==> config.mk <==
export PLATFORM = sky130hd
export DESIGN_NAME = packet_id_dedup_window_core
export DESIGN_NICKNAME = d
export VERILOG_FILES = /design/src/sv/pdw_pkg.sv /design/src/sv/packet_id_dedup_window_core.sv /design/src/sv/pdw_cell.sv
export SDC_FILE = /design/constraint.sdc
export NUM_CORES = 1
export LEC_CHECK = 0
export CAP_MARGIN = 20
export CORE_UTILIZATION = 45
export CTS_CLUSTER_SIZE = 14
export DETAILED_ROUTE_END_ITERATION = 10
export DONT_BUFFER_PORTS = 1
export PLACE_DENSITY = 0.65
export SETUP_SLACK_MARGIN = 0.5
export SKIP_LAST_GASP = 1
export SLEW_MARGIN = 20
export SYNTH_ARGS = -nofsm -noshare
export SYNTH_HDL_FRONTEND = slang
export SYNTH_SLANG_ARGS = --single-unit
==> constraint.sdc <==
create_clock -name clk_i -period 3.5 [get_ports clk_i]
set_clock_uncertainty 0.1 [all_clocks]
set_input_delay 0.7 -clock clk_i [delete_from_list [all_inputs] [get_ports clk_i]]
set_output_delay 0.7 -clock clk_i [all_outputs]
set_load 0.05 [all_outputs]
==> src/sv/pdw_pkg.sv <==
`timescale 1ns / 1ps

package pdw_pkg;

  typedef enum logic {
    CMD_CHECK = 1'b0,
    CMD_LOG   = 1'b1
  } cmd_e;

  typedef enum logic {
    ST_IDLE,
    ST_SEARCH
  } state_e;

  typedef struct packed {
    logic       command;
    logic [7:0] packet_id;
    logic [7:0] hops_left;
  } in_item_t;

  typedef struct packed {
    logic needs_repeat;
    logic id_found;
    logic newly_acked;
  } out_item_t;

  // One window entry as it moves from a cell to its older neighbor.
  typedef struct packed {
    logic       valid;
    logic [7:0] id;
    logic       acked;
  } entry_t;

  // A check travelling down the chain, one cell per cycle.
  typedef struct packed {
    logic       active;
    logic [7:0] id;
    logic       found;
    logic       fresh;
  } query_t;

endpackage

==> src/sv/packet_id_dedup_window_core.sv <==
`timescale 1ns / 1ps

// Channel   Direction  Handshake              Payload
// in        input      in_valid_i/in_ready_o  in_item_i   (command, packet_id, hops_left)
// out       output     out_valid_o/out_ready_i out_item_o (needs_repeat, id_found, newly_acked)
//
// A log or a zero-hop check has its result registered in the cycle after acceptance.
// A check with nonzero hops walks the row of WINDOW_DEPTH cells one cell per cycle, and its
// result is registered when the query leaves the last cell; one transaction is in work at a time.
// Reset clears the valid and acked bits of every cell at once; there is no clearing pass.
// A result waiting on out_ready_i holds back the next input only until it is taken.

module packet_id_dedup_window_core
  import pdw_pkg::*;
#(
  parameter int WINDOW_DEPTH = 16
) (
  input  logic      clk_i,
  input  logic      rst_ni,
  input  logic      in_valid_i,
  output logic      in_ready_o,
  input  in_item_t  in_item_i,
  output logic      out_valid_o,
  input  logic      out_ready_i,
  output out_item_t out_item_o
);

  state_e    state_q;
  state_e    state_d;
  logic      in_accept;
  logic      is_log;
  logic      start_search;
  logic      search_done;
  logic      out_valid_q;
  out_item_t out_item_q;
  query_t    launch_q;
  entry_t    entry_link [WINDOW_DEPTH+1];
  query_t    query_link [WINDOW_DEPTH+1];

  assign in_accept    = in_valid_i && in_ready_o;
  assign is_log       = (in_item_i.command == CMD_LOG);
  assign start_search = in_accept && !is_log && (in_item_i.hops_left != 8'd0);
  assign search_done  = query_link[WINDOW_DEPTH].active;

  // Next state.
  always_comb begin
    state_d = state_q;
    case (state_q)
      ST_IDLE: begin
        if (start_search) begin
          state_d = ST_SEARCH;
        end
      end
      ST_SEARCH: begin
        if (search_done) begin
          state_d = ST_IDLE;
        end
      end
      default: state_d = ST_IDLE;
    endcase
  end

  // Outputs of the state machine.
  always_comb begin
    case (state_q)
      ST_IDLE:  in_ready_o = !out_valid_q || out_ready_i;
      default:  in_ready_o = 1'b0;
    endcase
  end

  always_ff @(posedge clk_i or negedge rst_ni) begin
    if (!rst_ni) begin
      state_q <= ST_IDLE;
    end else begin
      state_q <= state_d;
    end
  end

  always_ff @(posedge clk_i or negedge rst_ni) begin
    if (!rst_ni) begin
      launch_q <= '0;
    end else begin
      launch_q.active <= start_search;
      if (start_search) begin
        launch_q.id <= in_item_i.packet_id;
      end
      launch_q.found <= 1'b0;
      launch_q.fresh <= 1'b0;
    end
  end

  // A log enters at the newest cell; every entry moves one cell older and the oldest drops out.
  assign entry_link[0] = '{valid: 1'b1, id: in_item_i.packet_id, acked: 1'b0};
  assign query_link[0] = launch_q;

  for (genvar k = 0; k < WINDOW_DEPTH; k++) begin : g_cell
    pdw_cell u_cell (
      .clk_i   (clk_i),
      .rst_ni  (rst_ni),
      .shift_i (in_accept && is_log),
      .entry_i (entry_link[k]),
      .entry_o (entry_link[k+1]),
      .query_i (query_link[k]),
      .query_o (query_link[k+1])
    );
  end

  always_ff @(posedge clk_i or negedge rst_ni) begin
    if (!rst_ni) begin
      out_valid_q <= 1'b0;
    end else if ((in_accept && !start_search) || search_done) begin
      out_valid_q <= 1'b1;
    end else if (out_ready_i) begin
      out_valid_q <= 1'b0;
    end
  end

  always_ff @(posedge clk_i) begin
    if (search_done) begin
      out_item_q.needs_repeat <= !query_link[WINDOW_DEPTH].found;
      out_item_q.id_found     <= query_link[WINDOW_DEPTH].found;
      out_item_q.newly_acked  <= query_link[WINDOW_DEPTH].fresh;
    end else if (in_accept && !start_search) begin
      out_item_q <= '0;
    end
  end

  assign out_valid_o = out_valid_q;
  assign out_item_o  = out_item_q;

endmodule

==> src/sv/pdw_cell.sv <==
`timescale 1ns / 1ps

module pdw_cell
  import pdw_pkg::*;
(
  input  logic   clk_i,
  input  logic   rst_ni,
  input  logic   shift_i,
  input  entry_t entry_i,
  output entry_t entry_o,
  input  query_t query_i,
  output query_t query_o
);

  logic       valid_q;
  logic       acked_q;
  logic [7:0] id_q;
  logic       hit;
  query_t     query_d;
  query_t     query_q;

  // Only the newest matching entry is marked: a query already found passes on untouched.
  assign hit = query_i.active && !query_i.found && valid_q && (id_q == query_i.id);

  always_comb begin
    query_d       = query_i;
    query_d.found = query_i.found | hit;
    query_d.fresh = query_i.fresh | (hit & ~acked_q);
  end

  always_ff @(posedge clk_i or negedge rst_ni) begin
    if (!rst_ni) begin
      valid_q <= 1'b0;
      acked_q <= 1'b0;
    end else if (shift_i) begin
      valid_q <= entry_i.valid;
      acked_q <= entry_i.acked;
    end else if (hit) begin
      acked_q <= 1'b1;
    end
  end

  always_ff @(posedge clk_i) begin
    if (shift_i) begin
      id_q <= entry_i.id;
    end
  end

  always_ff @(posedge clk_i or negedge rst_ni) begin
    if (!rst_ni) begin
      query_q <= '0;
    end else begin
      query_q <= query_d;
    end
  end

  assign entry_o = '{valid: valid_q, id: id_q, acked: acked_q};
  assign query_o = query_q;

endmodule

==> results.sh, run 1 <==
export IMPL_htree_levels=2
export IMPL_synth_top_flop_cell="dfrtp_1"
export IMPL_buffer_type_at_the_clock_tree_root="clkbuf_16"
export IMPL_worst_slew_pin_slew_ns=0.8784
export IMPL_io_pins=26
export IMPL_layout_drive_gt1_share=0.1111
export IMPL_synth_edf_count=131
export IMPL_first_global_vias=5561
export IMPL_peak_clock_frequency_supported_by_timing_mhz=357.8
export IMPL_initial_core_util=0.4591
export IMPL_core_rowCount=58
export IMPL_dp_cells=972
export IMPL_avgSynthCellArea_sq_um=17.98
export IMPL_synth_seq_area_share=0.7970
export IMPL_cts_repair_resized=0
export IMPL_cellLeakagePower_uw=0.005192
export IMPL_die_x_um=162.3
export IMPL_route_vias_total=5096
export IMPL_clk_insertion_delay_late_ns=0.49
export IMPL_layout_area_seq_sq_um=9214
export IMPL_timing_final_ws_setup_ns=0.7051
export IMPL_post_synth_main_area_contributors="dfrtp_1, edfxtp_1, xor2_1"
export IMPL_tritoncts_buffer_count=34
export IMPL_io_buffer_count=0
export IMPL_syn_instance_count=643
export IMPL_min_period_over_period=0.7985
export IMPL_min_path_type="input port to async pin"
export IMPL_drt_drc_violations_left=0
export IMPL_clock_sink_count=342
export IMPL_grt_antenna_before_repair=1
export IMPL_core_area_sq_um=25180
export IMPL_drt_iter0_drc=304
export IMPL_clockBufferDepth=3
export IMPL_final_hold_viol_count=211
export IMPL_mappedNetlistNets=664
export IMPL_area_enclosed_by_the_die_boundary_sq_um=26340
export IMPL_multi_input_comb_area_sq_um=2303
export IMPL_outcome="finished, violations left"
export IMPL_slew_headroom=0.4122
export IMPL_endpoint_kind="output port"
export IMPL_critPathKind="flip-flop to output port"
export IMPL_dpl_hpwl_mm=10.61
export IMPL_gpl_final_weighted_congestion=0.7039
export IMPL_antenna_cells=0
export IMPL_peakVddDrop_mv=0.4538
export IMPL_vias_per_cell=4.938
export IMPL_dieHeight_um=162.3
export IMPL_synth_largest_area_cell="dfrtp_1"
export IMPL_setup_total_negative_slack_ns=0
export IMPL_critPathRequiredTime_ns=2.70
export IMPL_route_antenna_remaining_nets=0
export IMPL_maxSlewViolCount=0
export IMPL_areaGrowthSynthToFinish_pct=13.07
export IMPL_detailedRoute_firstPassIterationCount=4
export IMPL_nFillCells=1988
export IMPL_worst_endpoint_arrival_ns=1.99
export IMPL_grt_first_pass_wirelength_mm=27.41
export IMPL_routed_wirelength_mm=16.77
export IMPL_synthesis_yosys_warnings=0
export IMPL_post_synth_most_frequent_cells="dfrtp_1, edfxtp_1, xor2_1"
export IMPL_grtUsageTotal=0.1366
export IMPL_grt_setup_unrepaired="no"
export IMPL_pin_count_of_the_biggest_net_entering_global_routing=212
export IMPL_clk_transition_reported_paths_ns=0.06
export IMPL_violations_in_the_final_reports="negative hold slack"
export IMPL_grt_overflow=0
export IMPL_report_final_setup_viol=0
export IMPL_ff2ff_path_depth=5
export IMPL_cts_setup_buffers=0
export IMPL_max_cap_violations=0
export IMPL_crit_fanout=3
export IMPL_final_cells=1032
export IMPL_final_period_minus_worst_setup_slack_ns=2.795
export IMPL_drt_wl_cell_um=16.25
export IMPL_final_net_count=699
export IMPL_timing_hold_ws_ns=-0.1928
export IMPL_place_ws_ns=1.122
export IMPL_yosysMostFrequentCell="dfrtp_1"
export IMPL_synth_largest_type_area_fraction=0.4567
export IMPL_async_flop_share=0.6170
export IMPL_start_kind="flip-flop"
export IMPL_post_synthesis_instance_area_sq_um=11560
export IMPL_tritoncts_clock_tree="built"
export IMPL_power_density_cell_area_nw_per_um2=818.2
export IMPL_synth_ff_latch_count=342
export IMPL_yosys_cell_types_count=32
==> cell usage in the layout, fill, tap and decap left out, drive strengths merged, types with 3 or more instances in the layout <==
| master | n |
|---|---|
| xnor2 | 33 |
| clkinv | 4 |
| nand3b | 15 |
| and2 | 3 |
| nor4 | 18 |
| nand4 | 15 |
| buf | 4 |
| mux2 | 23 |
| nor2 | 17 |
| clkbuf | 52 |
| nor3 | 15 |
| edfxtp | 131 |
| a2bb2oi | 15 |
| nand2b | 15 |
| o21bai | 15 |
| dfrtp | 211 |
| xor2 | 95 |
| inv | 6 |
==> worst max-delay path, stage by stage, from the launching register on <==
cell and delay (ns):
dfrtp_1 0.57, nor2b_1 0.26, nor2_1 0.67
==> metal layers <==
layer | global-route usage | wire length, um | up-vias
li1 | - | - | 2346
met1 | 0.1365 | 5952 | 2652
met2 | 0.2739 | 9927 | 67
met3 | 0.02681 | 541 | 31
met4 | 0.04889 | 345 | 0
met5 | 0 | 0 | -
==> state kept, by name (all words and copies together) (netlist names) <==
name                   flops
g_cell.u_cell.valid_q     16
g_cell.u_cell.query_o    168
state_q                    1
g_cell.u_cell.acked_q     16
out_valid_o                1
out_item_o                 3
launch_q                   9
g_cell.u_cell.id_q       128
==> path summary, 6_finish.rpt <==
check,from,to,slack (ns)
setup / recovery,out_valid_o$_DFFE_PN0P_,in_ready_o,0.71
hold / removal,rst_ni,g_cell[13].u_cell.query_o[6]$_DFF_PN0_,-0.19
setup reg to reg,out_valid_o$_DFFE_PN0P_,g_cell[0].u_cell.id_q[4]$_DFFE_PP_,1.12
hold reg to reg,launch_q[10]$_DFF_PN0_,g_cell[0].u_cell.query_o[10]$_DFF_PN0_,0.27
max in group asynchronous,rst_ni,g_cell[0].u_cell.query_o[6]$_DFF_PN0_,3.22
min in group clk_i,in_item_i[10],g_cell[0].u_cell.id_q[2]$_DFFE_PP_,0.19
==> logic make-up after synthesis <==
| kind of cell | Yosys count | synth area share |
|---|---|---|
| muxes | 23 | 0.02240 |
| buffers and inverters | 9 | 0.003787 |
| and+or+nand+nor | 106 | 0.05584 |
| AOI/OAI and AO/OA | 35 | 0.02403 |
| xor gates and xnor gates | 128 | 0.09697 |
| DFF | 342 | 0.7970 |
==> power breakdown <==
part / internal, uW / leakage (uW) / total, uW / switching, uW
clock: 2060 / 0.000519 / 3460 / 1390
combinational: 634 / 0.000898 / 1220 / 586
sequential: 5290 / 0.00377 / 6020 / 733
==> cell type report <==
cell class | instances | share of cell area
timing repair buffer | 4 | 0.004211
clock inverter | 8 | 0.007466
inverter | 4 | 0.001531
clock buffer | 52 | 0.07418
multi-input combinational | 292 | 0.1762
tap | 330 | 0.03159
sequential | 342 | 0.7048
==> metrics by stage <==
| step | power [uW] | area [sq um] | hold slack [ns] | utilization |
|---|---|---|---|---|
| floorplan | 6904 | 11560 | 0.2538 | - |
| global placement | 7256 | 12010 | 0.2590 | 0.4767 |
| detailed placement | 7375 | 12010 | 0.2588 | 0.4767 |
| CTS | 10870 | 13070 | -0.2215 | 0.5191 |
| global route | 11220 | 13070 | -0.2214 | 0.5191 |
| finish | 10700 | 13070 | -0.1928 | 0.5191 |
Power figures use the tool's default switching activity.
==> run 2, diff against run 1 <==
Settings changed: ABC_AREA set to 1.
Clock period 3.5 ns to 2.6 ns, I/O delays scaled along.
==> results.sh, run 2 <==
export IMPL_outcome="finished, violations left"
export IMPL_violations_in_the_final_reports="negative hold slack"
export IMPL_layout_drive_gt1_share=0.08044
export IMPL_tritoncts_clock_tree="built"
export IMPL_net_switching_power_uw=3150
export IMPL_synthXorXnorAreaFrac=0.04812
export IMPL_drt_iter0_drc=327
export IMPL_initial_core_util=0.4592
export IMPL_drt_wl_cell_um=12.14
export IMPL_worst_endpoint_arrival_ns=1.40
export IMPL_ff2ff_setup_slack_ns=0.77
export IMPL_power_sequential_fraction=0.542
export IMPL_mappedNetlistNets=1042
export IMPL_slew_headroom=0.6591
export IMPL_placed_cell_area_sq_um=12860
export IMPL_io_buffer_count=0
export IMPL_final_net_count=1090
export IMPL_grt_first_pass_wirelength_mm=29.53
export IMPL_async_flop_share=0.6170
export IMPL_cts_setup_buffers=0
export IMPL_timing_hold_ws_ns=-0.3753
export IMPL_post_synthesis_instance_area_sq_um=12380
export IMPL_yosys_cell_types_count=26
export IMPL_syn_instance_count=1021
export IMPL_most_frequent_cells_in_the_layout="nand2_1, dfrtp_1, inv_1"
export IMPL_grtUsageTotal=0.1305
export IMPL_core_area_sq_um=26950
export IMPL_worst_slew_pin_slew_ns=0.5113
export IMPL_dominant_combinational_cell_family_by_area_after_synthesis="simple AND/OR/NAND/NOR gates"
export IMPL_peak_clock_frequency_supported_by_timing_mhz=494.6
export IMPL_cts_hold_buffers=8
export IMPL_sw_frac_of_total=0.2421
export IMPL_yosys_area_share_adder=0
export IMPL_post_route_util=0.5214
export IMPL_grt_setup_unrepaired="no"
export IMPL_power_density_cell_area_nw_per_um2=926.2
export IMPL_p_total_uw=13010
export IMPL_post_synth_most_frequent_cells="nand2_1, dfrtp_1, inv_1"
export IMPL_avgSynthCellArea_sq_um=12.12
export IMPL_r2r_end="g_cell[1].u_cell.id_q[0]$_DFFE_PP_"
export IMPL_peakVddDrop_mv=0.6564
export IMPL_pin_count_of_the_biggest_net_entering_global_routing=212
export IMPL_routed_wirelength_mm=17.42
export IMPL_synth_ff_latch_count=342
export IMPL_setup_total_negative_slack_ns=0
export IMPL_min_path_type="input port to async pin"
export IMPL_synth_edf_count=131
export IMPL_critical_register_to_register_path_startpoint="state_q$_DFF_PN0_"
export IMPL_buffer_type_at_the_clock_tree_root="clkbuf_16"
export IMPL_max_cap_violations=0
export IMPL_drt_drc_violations_left=0
export IMPL_start_kind="flip-flop"
export IMPL_synth_compound_area_share=0.01981
export IMPL_areaGrowthSynthToFinish_pct=13.53
export IMPL_largest_reg_flops=168
export IMPL_post_synth_and_or_nand_nor_area_fraction=0.1348
export IMPL_critPathRequiredTime_ns=1.98
export IMPL_clock_power_share=0.362
export IMPL_io_pins=26
export IMPL_htree_levels=2
export IMPL_endpoint_kind="output port"
export IMPL_route_antenna_remaining_nets=0
export IMPL_critical_path_startpoint="out_valid_o$_DFFE_PN0P_"
export IMPL_clk_transition_reported_paths_ns=0.06
export IMPL_die_x_um=167.8
export IMPL_clock_sink_count=342
export IMPL_route_vias_total=6563
export IMPL_vias_per_cell=4.574
export IMPL_gpl_final_weighted_congestion=0.7003
export IMPL_combinationalPowerShare=0.096
export IMPL_synth_largest_area_cell="dfrtp_1"
export IMPL_final_hold_viol_count=211
export IMPL_synth_top_flop_cell="dfrtp_1"
export IMPL_crit_fanout=2
export IMPL_tritoncts_buffer_count=35
export IMPL_dpl_hpwl_mm=10.55
export IMPL_grt_antenna_before_repair=0
export IMPL_post_synth_main_area_contributors="dfrtp_1, edfxtp_1, nand2_1"
export IMPL_synth_largest_type_area_fraction=0.4266
export IMPL_clockBufferDepth=3
export IMPL_crit_end="in_ready_o"
export IMPL_clk_insertion_delay_late_ns=0.49
export IMPL_core_rowCount=60
export IMPL_first_global_vias=6699
export IMPL_yosysMostFrequentCell="nand2_1"
export IMPL_detailedRoute_firstPassIterationCount=4
export IMPL_antenna_cells=0
export IMPL_synth_seq_area_share=0.7444
export IMPL_min_period_over_period=0.7777
export IMPL_layout_cells_most_common="nand2_1"
export IMPL_ff2ff_path_depth=5
export IMPL_report_final_setup_viol=0
export IMPL_nFillCells=2206
export IMPL_final_period_minus_worst_setup_slack_ns=2.022
export IMPL_critPathKind="flip-flop to output port"
export IMPL_maxSlewViolCount=0
export IMPL_cellLeakagePower_uw=0.006415
export IMPL_area_enclosed_by_the_die_boundary_sq_um=28170
export IMPL_power_report_internal_total_uw=9864
export IMPL_finish_instance_area_sq_um=14050
export IMPL_dieHeight_um=167.8
export IMPL_grt_overflow=0
export IMPL_synth_mux_area_frac=0
export IMPL_synthesis_yosys_warnings=0
## run 2: what timing repair did
action / CTS / global route
gates resized for setup: 0 / 2
endpoints found under the hold margin: 219 / 211
endpoints found under the setup margin: 0 / 1
## run 2: power groups by stage
stage	clock, uW	sequential (uW)	combinational (uW)
final	4710	7050	1250
after global routing	5050	7170	1440
after CTS	4850	7060	1280
after detailed placement	0	7170	1260
after global placement	0	7100	1210
after floorplan	0	7050	993
## run 2: logic make-up after synthesis
family,Yosys count
simple gates,406
flops,342
buf+inv,165
xor+xnor,68
compound gates,40
## run 2: cell type report
type,instances,area (sq um),share of cell area
repair buffers,17,188.9,0.01345
inverters,159,604.3,0.04301
clock buffers,53,1046,0.07444
clock inverters,9,55.05,0.003918
flip-flops and latches,342,9214,0.6557
multi-input cells,514,2516,0.1791
well taps,341,426.7,0.03037
## run 2: per-layer routing
| metal | routed length, um | up-vias | GRT usage |
|---|---|---|---|
| li1 | - | 3282 | - |
| met1 | 6903 | 3175 | 0.1385 |
| met2 | 9640 | 70 | 0.2551 |
| met3 | 469 | 36 | 0.02445 |
| met4 | 410 | 0 | 0.04627 |
| met5 | 0 | - | 0 |
## run 2: per-stage QoR
step                setup WS (ns)  cells  hold slack, ns
floorplan                  0.5513   1021          0.1244
finish                     0.5780   1435         -0.3753
global placement           0.6271   1365          0.1330
detailed placement         0.6078   1365          0.1334
global route               0.5130   1435         -0.4018
CTS                        0.5222   1435         -0.3977
## run 2: worst min-delay path by stage
stage / end / slack (ns) / cells past startpoint
floorplan: g_cell[0].u_cell.acked_q$_DFFE_PN0P_ / 0.12 / 0
global placement: g_cell[13].u_cell.query_o[6]$_DFF_PN0_ / 0.13 / 0
detailed placement: g_cell[14].u_cell.query_o[6]$_DFF_PN0_ / 0.13 / 0
CTS: g_cell[4].u_cell.query_o[7]$_DFF_PN0_ / -0.40 / 0
global route: g_cell[2].u_cell.query_o[6]$_DFF_PN0_ / -0.40 / 0
finish: g_cell[14].u_cell.query_o[6]$_DFF_PN0_ / -0.38 / 0
## run 2: critical path, cell delays in order, from the launching register on
cell and delay (ns):
dfrtp_1 0.38, buf_4 0.20, a21oi_4 0.17, buf_6 0.17
